## config.mk

```make
export PLATFORM = sky130hd
export DESIGN_NAME = h264_sps_header_parser
export DESIGN_NICKNAME = d
export VERILOG_FILES = /design/src/rtl/sph_pkg.sv /design/src/rtl/h264_sps_header_parser.sv /design/src/rtl/sph_parse.sv
export SDC_FILE = /design/constraint.sdc
export NUM_CORES = 1
export LEC_CHECK = 0
export BUFFER_PORTS_ARGS = -buffer_cell sky130_fd_sc_hd__buf_2
export CORE_MARGIN = 4
export CORE_UTILIZATION = 55
export CTS_CLUSTER_DIAMETER = 30
export DETAILED_ROUTE_END_ITERATION = 12
export HOLD_SLACK_MARGIN = 0.12
export PLACE_DENSITY = 0.77
export SYNTH_ARGS = -nofsm -noshare
export SYNTH_HDL_FRONTEND = slang
export SYNTH_HIERARCHICAL = 1
export SYNTH_SLANG_ARGS = --single-unit
```

## constraint.sdc

```tcl
create_clock -name clock -period 8 [get_ports clock]
set_input_delay 1.2 -clock clock [delete_from_list [all_inputs] [get_ports clock]]
set_output_delay 1.2 -clock clock [all_outputs]
set_load 0.1 [all_outputs]
```

## src/rtl/sph_pkg.sv

```systemverilog
package sph_pkg;

   localparam int MAX_CODE_BITS = 32;

   typedef enum logic [5:0] {
      PH_SET_ID        = 6'd0,
      PH_CHROMA        = 6'd1,
      PH_SEP_PLANE     = 6'd2,
      PH_DEPTH_L       = 6'd3,
      PH_DEPTH_C       = 6'd4,
      PH_BYPASS        = 6'd5,
      PH_MATRIX        = 6'd6,
      PH_LIST_FLAG     = 6'd7,
      PH_DELTA         = 6'd8,
      PH_FRAME_NUM     = 6'd9,
      PH_POC_TYPE      = 6'd10,
      PH_POC_LSB       = 6'd11,
      PH_ALWAYS_ZERO   = 6'd12,
      PH_NONREF        = 6'd13,
      PH_TOPBOT        = 6'd14,
      PH_CYCLE_N       = 6'd15,
      PH_CYCLE_OFF     = 6'd16,
      PH_NUM_REF       = 6'd17,
      PH_GAPS          = 6'd18,
      PH_WIDTH         = 6'd19,
      PH_HEIGHT        = 6'd20,
      PH_FRAMES_ONLY   = 6'd21,
      PH_MBAFF         = 6'd22,
      PH_DIRECT        = 6'd23,
      PH_CROP_FLAG     = 6'd24,
      PH_CROP          = 6'd25,
      PH_VUI_FLAG      = 6'd26,
      PH_AR_FLAG       = 6'd27,
      PH_AR_IDC        = 6'd28,
      PH_SAR_W         = 6'd29,
      PH_SAR_H         = 6'd30,
      PH_OVERSCAN_FLAG = 6'd31,
      PH_OVERSCAN_APP  = 6'd32,
      PH_VST_FLAG      = 6'd33,
      PH_VIDEO_FMT     = 6'd34,
      PH_FULL_RANGE    = 6'd35,
      PH_COLOUR_FLAG   = 6'd36,
      PH_COLOUR        = 6'd37,
      PH_CLOC_FLAG     = 6'd38,
      PH_CLOC          = 6'd39,
      PH_TIMING_FLAG   = 6'd40,
      PH_UNITS         = 6'd41,
      PH_SCALE         = 6'd42,
      PH_FIXED         = 6'd43,
      PH_DONE          = 6'd44
   } phase_type;

   localparam logic [1:0] STATUS_OK        = 2'd0;
   localparam logic [1:0] STATUS_SHORT     = 2'd1;
   localparam logic [1:0] STATUS_SATURATED = 2'd2;
   localparam logic [1:0] STATUS_UNUSED    = 2'd3;

   localparam logic [7:0] AR_IDC_EXPLICIT = 8'd255;

   typedef struct packed {
      logic [4:0]  set_id;
      logic        separate_planes;
      logic [3:0]  frame_num_bits_minus4;
      logic [1:0]  order_count_type;
      logic [3:0]  order_lsb_bits_minus4;
      logic [15:0] width_mbs_minus1;
      logic [15:0] height_units_minus1;
      logic        frames_only;
      logic [31:0] units_per_tick;
      logic [31:0] clock_rate;
   } fields_type;

   typedef struct packed {
      fields_type fields;
      logic       done;
      logic       saturated;
   } parse_out_type;

   // 0 marks an Exp-Golomb element, otherwise the fixed bit count
   function automatic logic [5:0] elem_kind(input phase_type p);
      logic [5:0] k;
      unique case (p)
         PH_SEP_PLANE, PH_BYPASS, PH_MATRIX, PH_LIST_FLAG, PH_ALWAYS_ZERO,
         PH_GAPS, PH_FRAMES_ONLY, PH_MBAFF, PH_DIRECT, PH_CROP_FLAG,
         PH_VUI_FLAG, PH_AR_FLAG, PH_OVERSCAN_FLAG, PH_OVERSCAN_APP,
         PH_VST_FLAG, PH_FULL_RANGE, PH_COLOUR_FLAG, PH_CLOC_FLAG,
         PH_TIMING_FLAG, PH_FIXED:            k = 6'd1;
         PH_VIDEO_FMT:                        k = 6'd3;
         PH_AR_IDC, PH_COLOUR:                k = 6'd8;
         PH_SAR_W, PH_SAR_H:                  k = 6'd16;
         PH_UNITS, PH_SCALE:                  k = 6'd32;
         default:                             k = 6'd0;
      endcase
      return k;
   endfunction

   function automatic logic high_profile(input logic [7:0] p);
      return p == 8'd100 || p == 8'd110 || p == 8'd122 || p == 8'd244 ||
             p == 8'd44 || p == 8'd83 || p == 8'd86 || p == 8'd118 || p == 8'd128;
   endfunction

endpackage

```

## src/rtl/h264_sps_header_parser.sv

```systemverilog
// Parses one H.264 sequence parameter set given as RBSP bytes (emulation
// prevention removed), one byte per transaction. The three header bytes are
// taken directly; the eight bits of each later byte walk one at a time
// through the shared syntax decoder before the next byte is taken. The
// byte marked last then loads the result register once that is free, and it
// holds the result while the next parameter set streams in.
module h264_sps_header_parser (
   input  logic        clock,
   input  logic        reset,
   input  logic        req_valid,
   output logic        req_stall,
   input  logic [7:0]  req_data_byte,
   input  logic        req_last_byte,
   output logic        rsp_valid,
   input  logic        rsp_stall,
   output logic [1:0]  rsp_status,
   output logic [7:0]  rsp_profile,
   output logic [4:0]  rsp_set_id,
   output logic        rsp_separate_planes,
   output logic [3:0]  rsp_frame_num_bits_minus4,
   output logic [1:0]  rsp_order_count_type,
   output logic [3:0]  rsp_order_lsb_bits_minus4,
   output logic [15:0] rsp_width_mbs_minus1,
   output logic [15:0] rsp_height_units_minus1,
   output logic        rsp_frames_only,
   output logic [31:0] rsp_units_per_tick,
   output logic [31:0] rsp_clock_rate
);

   typedef enum logic [1:0] {ST_IDLE, ST_SHIFT, ST_EMIT} state_type;

   state_type   state_ff;
   logic [1:0]  hdr_ff;
   logic [7:0]  profile_ff, byte_ff;
   logic [2:0]  bit_cnt_ff;
   logic        last_ff, rsp_valid_ff, rsp_valid_in, clear, accept, emit;
   logic [1:0]  status_ff, status_in;
   logic [7:0]  rsp_profile_ff;
   sph_pkg::fields_type   rsp_fld_ff;
   sph_pkg::parse_out_type parse_out;

   assign req_stall    = (state_ff != ST_IDLE);
   assign accept       = req_valid && !req_stall;
   assign emit         = (state_ff == ST_EMIT) && (!rsp_valid_ff || !rsp_stall);
   assign clear        = emit;
   assign rsp_valid_in = emit || (rsp_valid_ff && rsp_stall);

   always_comb begin
      if (hdr_ff != 2'd3 || !parse_out.done) status_in = sph_pkg::STATUS_SHORT;
      else if (parse_out.saturated)           status_in = sph_pkg::STATUS_SATURATED;
      else                                    status_in = sph_pkg::STATUS_OK;
   end

   sph_parse u_parse (
      .clock     (clock),
      .reset     (reset),
      .clear     (clear),
      .bit_en    (state_ff == ST_SHIFT),
      .bit_val   (byte_ff[7]),
      .profile   (profile_ff),
      .parse_out (parse_out)
   );

   always_ff @(posedge clock) begin
      if (reset) begin
         state_ff     <= ST_IDLE;
         hdr_ff       <= '0;
         profile_ff   <= '0;
         bit_cnt_ff   <= '0;
         last_ff      <= 1'b0;
         rsp_valid_ff <= 1'b0;
      end else begin
         rsp_valid_ff <= rsp_valid_in;
         unique case (state_ff)
            ST_IDLE: begin
               if (accept) begin
                  last_ff <= req_last_byte;
                  if (hdr_ff != 2'd3) begin
                     if (hdr_ff == 2'd0) profile_ff <= req_data_byte;
                     hdr_ff   <= hdr_ff + 2'd1;
                     state_ff <= req_last_byte ? ST_EMIT : ST_IDLE;
                  end else begin
                     byte_ff    <= req_data_byte;
                     bit_cnt_ff <= '0;
                     state_ff   <= ST_SHIFT;
                  end
               end
            end
            ST_SHIFT: begin
               // advance one bit per cycle, msb first
               byte_ff    <= {byte_ff[6:0], 1'b0};
               bit_cnt_ff <= bit_cnt_ff + 3'd1;
               if (bit_cnt_ff == 3'd7) state_ff <= last_ff ? ST_EMIT : ST_IDLE;
            end
            ST_EMIT: begin
               // hold until the result register frees up
               if (emit) begin
                  status_ff      <= status_in;
                  rsp_profile_ff <= profile_ff;
                  rsp_fld_ff     <= parse_out.fields;
                  hdr_ff         <= '0;
                  profile_ff     <= '0;
                  state_ff       <= ST_IDLE;
               end
            end
            default: state_ff <= ST_IDLE;
         endcase
      end
   end

   assign rsp_valid                 = rsp_valid_ff;
   assign rsp_status                = status_ff;
   assign rsp_profile               = rsp_profile_ff;
   assign rsp_set_id                = rsp_fld_ff.set_id;
   assign rsp_separate_planes       = rsp_fld_ff.separate_planes;
   assign rsp_frame_num_bits_minus4 = rsp_fld_ff.frame_num_bits_minus4;
   assign rsp_order_count_type      = rsp_fld_ff.order_count_type;
   assign rsp_order_lsb_bits_minus4 = rsp_fld_ff.order_lsb_bits_minus4;
   assign rsp_width_mbs_minus1      = rsp_fld_ff.width_mbs_minus1;
   assign rsp_height_units_minus1   = rsp_fld_ff.height_units_minus1;
   assign rsp_frames_only           = rsp_fld_ff.frames_only;
   assign rsp_units_per_tick        = rsp_fld_ff.units_per_tick;
   assign rsp_clock_rate            = rsp_fld_ff.clock_rate;

`ifndef ASSERT_OFF
   a_emit_loads: assert property (@(posedge clock) disable iff (reset)
      emit |=> rsp_valid)
      else $error("result not presented after emit");

   a_shift_done: assert property (@(posedge clock) disable iff (reset)
      (state_ff == ST_SHIFT && bit_cnt_ff == 3'd7 && !last_ff) |=> !req_stall)
      else $error("not ready after last bit of a byte");

   a_status_code: assert property (@(posedge clock) disable iff (reset)
      rsp_valid |-> rsp_status != sph_pkg::STATUS_UNUSED)
      else $error("undefined status code");

   a_parser_cleared: assert property (@(posedge clock) disable iff (reset)
      emit |=> !parse_out.done && !parse_out.saturated)
      else $error("parser not cleared after result");
`endif

endmodule

```

## src/rtl/sph_parse.sv

```systemverilog
module sph_parse (
   input  logic                   clock,
   input  logic                   reset,
   input  logic                   clear,
   input  logic                   bit_en,
   input  logic                   bit_val,
   input  logic [7:0]             profile,
   output sph_pkg::parse_out_type parse_out
);

   sph_pkg::phase_type phase_ff, phase_in, target;
   logic [5:0]  lz_ff, lz_in, bl_ff, bl_in, bl_dec;
   logic [32:0] acc_ff, acc_in, fv;
   logic        suf_ff, suf_in, sat_ff, sat_in, chroma3_ff, chroma3_in;
   logic [3:0]  list_ff, list_in, list_inc;
   logic [6:0]  coef_ff, coef_in, coef_inc;
   logic [7:0]  last_scale_ff, last_scale_in, next_scale, delta, mag;
   logic [7:0]  cycle_ff, cycle_in;
   logic [31:0] half;
   logic        fin, go;
   sph_pkg::fields_type fld_ff, fld_in;

   always_comb begin
      phase_in      = phase_ff;
      lz_in         = lz_ff;
      bl_in         = bl_ff;
      acc_in        = acc_ff;
      suf_in        = suf_ff;
      sat_in        = sat_ff;
      chroma3_in    = chroma3_ff;
      list_in       = list_ff;
      coef_in       = coef_ff;
      last_scale_in = last_scale_ff;
      cycle_in      = cycle_ff;
      fld_in        = fld_ff;
      fin           = 1'b0;
      go            = 1'b0;
      fv            = '0;
      target        = phase_ff;
      bl_dec        = (bl_ff != 6'd0) ? bl_ff - 6'd1 : 6'd0;
      half          = fv[32:1];
      mag           = '0;
      delta         = '0;
      next_scale    = '0;
      list_inc      = list_ff + 4'd1;
      coef_inc      = coef_ff + 7'd1;

      if (bit_en && phase_ff != sph_pkg::PH_DONE) begin
         if (sph_pkg::elem_kind(phase_ff) != 6'd0 || suf_ff) begin
            acc_in = {acc_ff[31:0], bit_val};
            bl_in  = bl_dec;
            if (bl_dec == 6'd0) begin
               fin = 1'b1;
               fv  = suf_ff ? acc_in - 33'd1 : acc_in;
            end
         end else if (!bit_val) begin
            lz_in = lz_ff + 6'd1;
            if (lz_in > 6'(sph_pkg::MAX_CODE_BITS)) begin
               sat_in = 1'b1;
               fin    = 1'b1;
               fv     = '1;
            end
         end else if (lz_ff == 6'd0) begin
            fin = 1'b1;
         end else begin
            acc_in = 33'd1;
            bl_in  = lz_ff;
            suf_in = 1'b1;
         end
      end

      half = fv[32:1];
      if (fin) begin
         go     = 1'b1;
         target = sph_pkg::phase_type'(phase_ff + 6'd1);
         unique case (phase_ff)
            sph_pkg::PH_SET_ID: begin
               if (fv > 33'd31) sat_in = 1'b1;
               fld_in.set_id = (fv > 33'd31) ? 5'd31 : fv[4:0];
               target = sph_pkg::high_profile(profile) ? sph_pkg::PH_CHROMA
                                                       : sph_pkg::PH_FRAME_NUM;
            end
            sph_pkg::PH_CHROMA: begin
               if (fv > 33'd3) sat_in = 1'b1;
               if (fv >= 33'd3) begin
                  chroma3_in = 1'b1;
                  target     = sph_pkg::PH_SEP_PLANE;
               end else begin
                  target = sph_pkg::PH_DEPTH_L;
               end
            end
            sph_pkg::PH_SEP_PLANE: begin
               fld_in.separate_planes = fv[0];
               target = sph_pkg::PH_DEPTH_L;
            end
            sph_pkg::PH_MATRIX: begin
               list_in = '0;
               target  = fv[0] ? sph_pkg::PH_LIST_FLAG : sph_pkg::PH_FRAME_NUM;
            end
            sph_pkg::PH_LIST_FLAG: begin
               if (fv[0]) begin
                  last_scale_in = 8'd8;
                  coef_in       = '0;
                  target        = sph_pkg::PH_DELTA;
               end else begin
                  list_in = list_inc;
                  target  = (list_inc >= (chroma3_ff ? 4'd12 : 4'd8))
                            ? sph_pkg::PH_FRAME_NUM : sph_pkg::PH_LIST_FLAG;
               end
            end
            sph_pkg::PH_DELTA: begin
               if (fv[0]) begin
                  if (half >= 32'd127) begin
                     sat_in = 1'b1;
                     delta  = 8'd127;
                  end else begin
                     delta = half[7:0] + 8'd1;
                  end
               end else begin
                  if (half > 32'd128) sat_in = 1'b1;
                  mag   = (half > 32'd128) ? 8'd128 : half[7:0];
                  delta = 8'd0 - mag;
               end
               next_scale = last_scale_ff + delta;
               if (next_scale == 8'd0 ||
                   coef_inc >= ((list_ff < 4'd6) ? 7'd16 : 7'd64)) begin
                  if (next_scale != 8'd0) begin
                     last_scale_in = next_scale;
                     coef_in       = coef_inc;
                  end
                  list_in = list_inc;
                  target  = (list_inc >= (chroma3_ff ? 4'd12 : 4'd8))
                            ? sph_pkg::PH_FRAME_NUM : sph_pkg::PH_LIST_FLAG;
               end else begin
                  last_scale_in = next_scale;
                  coef_in       = coef_inc;
                  target        = sph_pkg::PH_DELTA;
               end
            end
            sph_pkg::PH_FRAME_NUM: begin
               if (fv > 33'd12) sat_in = 1'b1;
               fld_in.frame_num_bits_minus4 = (fv > 33'd12) ? 4'd12 : fv[3:0];
            end
            sph_pkg::PH_POC_TYPE: begin
               if (fv > 33'd2) sat_in = 1'b1;
               fld_in.order_count_type = (fv > 33'd2) ? 2'd2 : fv[1:0];
               target = (fv == 33'd0) ? sph_pkg::PH_POC_LSB :
                        (fv == 33'd1) ? sph_pkg::PH_ALWAYS_ZERO : sph_pkg::PH_NUM_REF;
            end
            sph_pkg::PH_POC_LSB: begin
               if (fv > 33'd12) sat_in = 1'b1;
               fld_in.order_lsb_bits_minus4 = (fv > 33'd12) ? 4'd12 : fv[3:0];
               target = sph_pkg::PH_NUM_REF;
            end
            sph_pkg::PH_CYCLE_N: begin
               if (fv > 33'd255) sat_in = 1'b1;
               cycle_in = (fv > 33'd255) ? 8'd255 : fv[7:0];
               target   = (cycle_in != 8'd0) ? sph_pkg::PH_CYCLE_OFF
                                             : sph_pkg::PH_NUM_REF;
            end
            sph_pkg::PH_CYCLE_OFF: begin
               cycle_in = cycle_ff - 8'd1;
               target   = (cycle_in != 8'd0) ? sph_pkg::PH_CYCLE_OFF
                                             : sph_pkg::PH_NUM_REF;
            end
            sph_pkg::PH_WIDTH: begin
               if (fv > 33'd65535) sat_in = 1'b1;
               fld_in.width_mbs_minus1 = (fv > 33'd65535) ? 16'hFFFF : fv[15:0];
            end
            sph_pkg::PH_HEIGHT: begin
               if (fv > 33'd65535) sat_in = 1'b1;
               fld_in.height_units_minus1 = (fv > 33'd65535) ? 16'hFFFF : fv[15:0];
            end
            sph_pkg::PH_FRAMES_ONLY: begin
               fld_in.frames_only = fv[0];
               target = fv[0] ? sph_pkg::PH_DIRECT : sph_pkg::PH_MBAFF;
            end
            sph_pkg::PH_CROP_FLAG: begin
               coef_in = '0;
               target  = fv[0] ? sph_pkg::PH_CROP : sph_pkg::PH_VUI_FLAG;
            end
            sph_pkg::PH_CROP: begin
               coef_in = coef_inc;
               target  = (coef_inc >= 7'd4) ? sph_pkg::PH_VUI_FLAG : sph_pkg::PH_CROP;
            end
            sph_pkg::PH_VUI_FLAG:
               target = fv[0] ? sph_pkg::PH_AR_FLAG : sph_pkg::PH_DONE;
            sph_pkg::PH_AR_FLAG:
               target = fv[0] ? sph_pkg::PH_AR_IDC : sph_pkg::PH_OVERSCAN_FLAG;
            sph_pkg::PH_AR_IDC:
               target = (fv == {25'd0, sph_pkg::AR_IDC_EXPLICIT})
                        ? sph_pkg::PH_SAR_W : sph_pkg::PH_OVERSCAN_FLAG;
            sph_pkg::PH_OVERSCAN_FLAG:
               target = fv[0] ? sph_pkg::PH_OVERSCAN_APP : sph_pkg::PH_VST_FLAG;
            sph_pkg::PH_VST_FLAG:
               target = fv[0] ? sph_pkg::PH_VIDEO_FMT : sph_pkg::PH_CLOC_FLAG;
            sph_pkg::PH_COLOUR_FLAG: begin
               coef_in = '0;
               target  = fv[0] ? sph_pkg::PH_COLOUR : sph_pkg::PH_CLOC_FLAG;
            end
            sph_pkg::PH_COLOUR: begin
               coef_in = coef_inc;
               target  = (coef_inc >= 7'd3) ? sph_pkg::PH_CLOC_FLAG : sph_pkg::PH_COLOUR;
            end
            sph_pkg::PH_CLOC_FLAG: begin
               coef_in = '0;
               target  = fv[0] ? sph_pkg::PH_CLOC : sph_pkg::PH_TIMING_FLAG;
            end
            sph_pkg::PH_CLOC: begin
               coef_in = coef_inc;
               target  = (coef_inc >= 7'd2) ? sph_pkg::PH_TIMING_FLAG : sph_pkg::PH_CLOC;
            end
            sph_pkg::PH_TIMING_FLAG:
               target = fv[0] ? sph_pkg::PH_UNITS : sph_pkg::PH_DONE;
            sph_pkg::PH_UNITS:
               fld_in.units_per_tick = fv[31:0];
            sph_pkg::PH_SCALE:
               fld_in.clock_rate = fv[31:0];
            default: ;
         endcase
      end

      if (go) begin
         phase_in = target;
         acc_in   = '0;
         lz_in    = '0;
         suf_in   = 1'b0;
         bl_in    = sph_pkg::elem_kind(target);
      end
   end

   always_ff @(posedge clock) begin
      if (reset || clear) begin
         phase_ff      <= sph_pkg::PH_SET_ID;
         lz_ff         <= '0;
         bl_ff         <= '0;
         acc_ff        <= '0;
         suf_ff        <= 1'b0;
         sat_ff        <= 1'b0;
         chroma3_ff    <= 1'b0;
         list_ff       <= '0;
         coef_ff       <= '0;
         last_scale_ff <= 8'd8;
         cycle_ff      <= '0;
         fld_ff        <= '0;
      end else begin
         phase_ff      <= phase_in;
         lz_ff         <= lz_in;
         bl_ff         <= bl_in;
         acc_ff        <= acc_in;
         suf_ff        <= suf_in;
         sat_ff        <= sat_in;
         chroma3_ff    <= chroma3_in;
         list_ff       <= list_in;
         coef_ff       <= coef_in;
         last_scale_ff <= last_scale_in;
         cycle_ff      <= cycle_in;
         fld_ff        <= fld_in;
      end
   end

   assign parse_out.fields    = fld_ff;
   assign parse_out.done      = (phase_ff == sph_pkg::PH_DONE);
   assign parse_out.saturated = sat_ff;

endmodule
```

==> results.toml, run 1 <==
[final_layout]
post_route_cells_drive_above_1_share_pct = 18.7
area_growth_pct = 21.1
antenna_cells_inserted = 0
filler_cell_count = 2432
multi_input_comb_area_um2 = 8320
final_nets = 2125
register_area_um2 = 8240
final_cell_count_no_fill = 2522
layout.core_utilization_pct = 67.8
non_filler_cell_area_final_um2 = 20800

[timing]
hold_violation_total_from_the_final_report = 0
final_critical_path_setup_slack_ns = 0.390
tightestPinTransition_ns = 1.22
timing.setup.tns_ns = 0
final-setup-viol-count = 0
finalMaxSlewViolations = 0
fmax_mhz = 131
relSlewSlack_pct = 18.8
fin_hold_ws_ns = 0.423
clock_skew_ns = 0.0448
period_share_pct = 95.1
crit_path_time_final_ns = 7.61

[pwr]
post-layout-total-power_mw = 4.77
leakage_nw = 7.64
cellPowerDensity_nw_per_um2 = 229
vdd_drop_max_uv = 193

[synth]
yosys.area.top_type_share_pct = 25.1
synth-seq-area-share_pct = 48.0
synth_cells = 1919
syn-num-nets = 1972
synth.cell_area_um2 = 17200
synth.ff_latch_count = 346
synth_warnings = 6
number_of_enable_type_register_cells_in_the_synthesized_netlist = 131
synth.distinct_cells = 90
synthArstFlopShare_pct = 0
synth.top_cells.by_area = "dfxtp_1, edfxtp_1, a21oi_1, nand2_1, nor2_1"
synth_common_cells = "nand2_1, nor2_1, dfxtp_1"
synthDominantAreaCellType = "dfxtp_1"
syn_avg_cell_area_um2 = 8.95
synth_ff_type = "dfxtp_1"
synthMostInstantiatedCell = "nand2_1"

[critical_path]
critPathCaptureType = "flop"
critical_path_class = "flop to flop"
crit-reg2reg-capture = "u_parse/bl_ff[3]$_SDFFE_PP0P_"
timing.rr.start = "u_parse/acc_ff[2]$_SDFFE_PP0P_"
worst-endpoint-arrival_ns = 8.11
timing.critical_path.slowest_cell_delay_ns = 0.59
r2r_setup_slack_ns = 0.39
worstRegToRegCells = 28
crit_path_max_fanout = 10
launching_element_type_of_the_critical_path = "flop"
cpMaxStageDelayCell = "or4_4"
cpMostUsedCell = "ha_1"
critical_path_required_ns = 8.50

[clocking]
cts_hold_bufs = 0
tritoncts.num_buffers = 66
cts.root.buffer_cell = "clkbuf_16"
tritoncts = "done"
cts-htree-levels = 3
path_clk_slew_ns = 0.05
clk_lat_worst_skew_ns = 0.57
tritoncts_num_sinks = 346
clk_path_buf_depth = 3

[route]
drt-total-wl_um = 49400
detailroute.via_count = 15484
via_per_inst = 6.14
postRouteAntennaNets = 0
drt_iter0_drc = 1629
drc = 0
drt-wirelength-per-cell_um = 19.6
drt_first_pass_iters = 5

[min_path]
hold_class = "flop to flop"
holdPathEnd = "rsp_order_count_type[1]$_DFFE_PP_"
worstHoldStart = "u_parse/parse_out[104]$_SDFFE_PP0P_"
min_delay_path_depth = 0

[job]
cap_violations = 0

[die]
die_width_um = 185
placeableCoreArea_um2 = 30700
top_level_ports = 138
initial_utilization_pct = 56.0
design.die.area_um2 = 34100
fp.dieH_um = 185
placement_rows = 64

[status]
outcome = "finished clean"

[global_route]
gr-usage-all-layers_pct = 28.1
antenna_found_initial = 1
grt_max_degree = 112
grt_pass1_vias = 14719
grt_pass1_wl_um = 77800
grt_overflow = 0

[placement]
placement.setup.worst_slack_ns = 0.0907
place.detailed.hpwl_um = 34100
placedInstanceArea_um2 = 18400
buffer_ports.inserted = 137
post-place-cells = 2400
gp_congestion = 0.948
==> critical path, delay by kind of cell, from the launching register on <==
family                   cells  cell delay, ns
AO/OA/AOI/OAI               11            2.44
XOR/XNOR                     1            0.36
adder cells (fa/ha/maj)      3            0.80
buffers and inverters        2            0.26
flip-flops                   1            0.39
multiplexers                 1            0.14
AND/OR/NAND/NOR             10            3.17
==> worst max-delay path by stage <==
stage	start	endpoint	slack (ns)	cells past startpoint
after floorplan	u_parse/acc_ff[2]$_SDFFE_PP0P_	flop	0.18	34
after global placement	u_parse/acc_ff[7]$_SDFFE_PP0P_	flop	0.49	30
after detailed placement	u_parse/acc_ff[7]$_SDFFE_PP0P_	flop	0.09	30
after CTS	u_parse/acc_ff[7]$_SDFFE_PP0P_	flop	0.005	30
after global routing	u_parse/acc_ff[2]$_SDFFE_PP0P_	u_parse/bl_ff[3]$_SDFFE_PP0P_	-0.02	28
final	u_parse/acc_ff[2]$_SDFFE_PP0P_	u_parse/bl_ff[3]$_SDFFE_PP0P_	0.39	28
==> area by class of cell <==
class	count	share of cell area, %
Clock buffer	78	8.36
Clock inverter	44	2.54
Sequential cell	346	39.6
Multi-Input combinational cell	1391	40.0
Inverter	48	0.866
Tap cell	396	2.38
Timing Repair Buffer	219	6.26
==> layer usage <==
| layer | vias up | track usage, % | part of all wire (%) |
|---|---|---|---|
| met5 | - | 0 | 0.032 |
| li1 | 7291 | - | - |
| met2 | 699 | 44.6 | 46 |
| met1 | 7374 | 38.6 | 43 |
| met3 | 118 | 5.66 | 8.2 |
| met4 | 2 | 9.81 | 2.8 |
==> layout by cell type (no fill, tap or decap), types with 11 or more instances in the layout <==
master     netlist  final
nand2_1        231    231
dfxtp_1        215    215
nor2_1         216    214
a21oi_1        207    206
buf_2           10    137
edfxtp_1       131    131
buf_4            3     82
o21ai_0         69     67
clkbuf_16        0     67
nand3_1         62     62
a211oi_1        56     55
nor3_1          51     49
inv_1           48     48
ha_1            39     39
and2_1          31     32
xnor2_1         32     31
nor4_1          28     26
a31oi_1         24     24
mux2i_1         20     20
and3_1          18     18
nand4_1         17     17
nor2b_1         18     16
nand4b_1        15     15
nand2b_1        14     14
clkinv_2         0     14
or3_1           14     14
xor2_1          12     12
or4_1           14     11
o21a_1          11     11
==> flip-flops by register name, indices dropped and copies added, names as in the netlist, 3 cells and up, named ones only <==
name                       cells
u_parse/cycle_ff               8
u_parse/coef_ff                7
u_parse/lz_ff                  6
u_parse/acc_ff                32
rsp_units_per_tick            32
u_parse/bl_ff                  6
rsp_frame_num_bits_minus4      4
u_parse/phase_ff               6
u_parse/list_ff                4
rsp_set_id                     5
profile_ff                     8
rsp_profile                    8
rsp_order_lsb_bits_minus4      4
byte_ff                        8
rsp_width_mbs_minus1          16
u_parse/parse_out            113
rsp_height_units_minus1       16
rsp_clock_rate                32
bit_cnt_ff                     3
u_parse/last_scale_ff          8
==> where the power goes <==
part / internal (mW) / switching [mW]
logic: 0.0342 / 0.149
registers: 1.84 / 0.0106
clock network: 1.73 / 1.00
==> timing repair <==
item	4_1_cts	5_1_grt
setup endpoints to repair	0	14
buffers inserted	0	0
resized for setup	0	17
==> logic make-up after synthesis <==
family                     after synthesis  synth area share, %
and+or+nand+nor                        779                 22.1
AOI/OAI and AO/OA                      497                 18.5
DFF                                    346                 48.0
buffers and inverters                  182                 4.29
xor gates and xnor gates                44                 2.24
adders and majority gates               40                 2.96
muxes                                   31                 1.97
No activity file was read; power rests on OpenSTA's default activity.
==> run 2, diff against run 1 <==
--- a/config.mk
+++ b/config.mk
@@ -12,6 +12,7 @@
 export DETAILED_ROUTE_END_ITERATION = 12
 export HOLD_SLACK_MARGIN = 0.12
 export PLACE_DENSITY = 0.77
+export REMOVE_ABC_BUFFERS = 1
 export SYNTH_ARGS = -nofsm -noshare
 export SYNTH_HDL_FRONTEND = slang
 export SYNTH_HIERARCHICAL = 1
==> run 2 against run 1 <==
Net effect: non-clock buffer count shrank 4; register-to-register slack lost 0.10 ns; critical path type unchanged; total power shrank 4.0%; largest power group unchanged; die area is the same; flip-flop and latch count is the same; routed wire length shrank 1.6%; cell count shrank 0.40%; hold slack lost 0.013 ns; sequential share of layout area grew 0.36 points; fmax shrank 1.3%.
==> results.toml, run 2 (synthesis results as in run 1) <==
[critical_path]
cp-startpoint = "u_parse/acc_ff[7]$_SDFFE_PP0P_"
r2r_setup_slack_ns = 0.29
cpMostUsedCell = "or4_1"
critical_path_class = "flop to flop"
critical_path_required_ns = 8.40
worstRegToRegCells = 30
crit_path_max_fanout = 16
timing.rr.start = "u_parse/acc_ff[7]$_SDFFE_PP0P_"
timing.critical_path.slowest_cell_delay_ns = 0.63
cp.depth = 30
critPathCaptureType = "flop"
cpMaxStageDelayCell = "or4_1"
worst_path_dominant_cell_family = "simple AND/OR/NAND/NOR gates"
worst-endpoint-arrival_ns = 8.12
timing.critical_path.buf_inv = 4
launching_element_type_of_the_critical_path = "flop"

[timing]
grt_setup_unrepaired = "yes"
clock_skew_ns = 0.0309
finalMaxSlewViolations = 0
period_share_pct = 96.4
hold_violation_total_from_the_final_report = 0
relSlewSlack_pct = 19.9
fin_hold_ws_ns = 0.409
crit_path_time_final_ns = 7.71
final-setup-viol-count = 0
fmax_mhz = 130
tightestPinTransition_ns = 1.20

[placement]
gp_congestion = 0.998
buffer_ports.inserted = 137
place.detailed.hpwl_um = 33200
post-place-cells = 2395

[clocking]
tritoncts_num_sinks = 346
clk_lat_worst_skew_ns = 0.58
clk_path_buf_depth = 3
tritoncts.num_buffers = 61
path_clk_slew_ns = 0.06
cts_hold_bufs = 0
cts-htree-levels = 2
tritoncts = "done"
cts.root.buffer_cell = "clkbuf_16"

[route]
detailroute.via_count = 15535
drt_first_pass_iters = 6
postRouteAntennaNets = 0
drt-total-wl_um = 48600
drt_iter0_drc = 1789
drc = 0
drt-wirelength-per-cell_um = 19.4
via_per_inst = 6.18

[pwr]
fraction_of_power_spent_switching_nets_pct = 23.3
switching_power_mw = 1.07
vdd_drop_max_uv = 153
internal_power_mw = 3.51
clock_power_share_pct = 55.6
leakage_nw = 7.55
sequentialPowerShare_pct = 40.4
pwr-share-comb_pct = 4.0
cellPowerDensity_nw_per_um2 = 222

[final_layout]
largest_reg_flops = 113
final_nets = 2116
final_cell_count_no_fill = 2512
layout.core_utilization_pct = 67.2
layout.cells.most_common = "nand2_1"
post_route_cells_drive_above_1_share_pct = 18.4
area_growth_pct = 20.0
most-common-layout-cells = "nand2_1, dfxtp_1, nor2_1, a21oi_1, buf_2"

[die]
initial_utilization_pct = 56.0
fp.dieH_um = 185
placeableCoreArea_um2 = 30700
top_level_ports = 138
die_width_um = 185
design.die.area_um2 = 34100
placement_rows = 64

[global_route]
gr-usage-all-layers_pct = 27.8
grt_pass1_wl_um = 77900
grt_overflow = 0
antenna_found_initial = 0
grt_pass1_vias = 14702
grt_max_degree = 93

[min_path]
worstHoldStart = "u_parse/parse_out[3]$_SDFFE_PP0P_"
hold_class = "flop to flop"

[status]
outcome = "finished clean"

[job]
cap_violations = 0
## run 2: layer usage
| metal | wire (um) | GRT usage (%) | up-vias |
|---|---|---|---|
| li1 | - | - | 7279 |
| met2 | 22400 | 44.3 | 737 |
| met1 | 20600 | 39.1 | 7398 |
| met4 | 1550 | 9.72 | 0 |
| met5 | 0 | 0 | - |
| met3 | 4070 | 4.22 | 121 |
## run 2: cell type report
| type | instances | area (um^2) |
|---|---|---|
| Sequential cell | 346 | 8240 |
| Antenna cell | 1 | 2.50 |
| Inverter | 48 | 180 |
| Clock inverter | 36 | 402 |
| Clock buffer | 79 | 1700 |
| Timing Repair Buffer | 215 | 1270 |
| Multi-Input combinational cell | 1391 | 8330 |
| Tap cell | 396 | 495 |
| Fill cell | 2430 | 10100 |
## run 2: worst min-delay path by stage
| stage | endpoint | cells past startpoint |
|---|---|---|
| final | rsp_clock_rate[1]$_DFFE_PP_ | 0 |
| after detailed placement | rsp_set_id[2]$_DFFE_PP_ | 0 |
| after global routing | rsp_set_id[2]$_DFFE_PP_ | 0 |
| after global placement | rsp_clock_rate[18]$_DFFE_PP_ | 0 |
| after CTS | rsp_clock_rate[1]$_DFFE_PP_ | 0 |
| after floorplan | rsp_order_count_type[0]$_DFFE_PP_ | 0 |
## run 2: power groups by stage
stage	Combinational, mW	Sequential (mW)	Clock [mW]
finish	0.183	1.85	2.55
global route	0.194	1.85	2.67
detailed placement	0.182	1.89	0
floorplan	0.0611	1.96	0
global placement	0.179	1.88	0
CTS	0.183	1.85	2.58
## run 2: through the flow
stage	setup WS, ns	power (mW)	TNS (ns)	instance area [um^2]
global route	-0.177	4.71	-0.371	20600
floorplan	-1.50	2.02	-26.27	16600
detailed placement	0.229	2.07	0	18400
global placement	0.375	2.06	0	18400
CTS	0.170	4.62	0	20500
finish	0.287	4.58	0	20600
## run 2: repair_timing
item                       4_1_cts  5_1_grt
gates resized for setup          0       20
setup endpoints to repair        0       16
setup buffers                    0        1
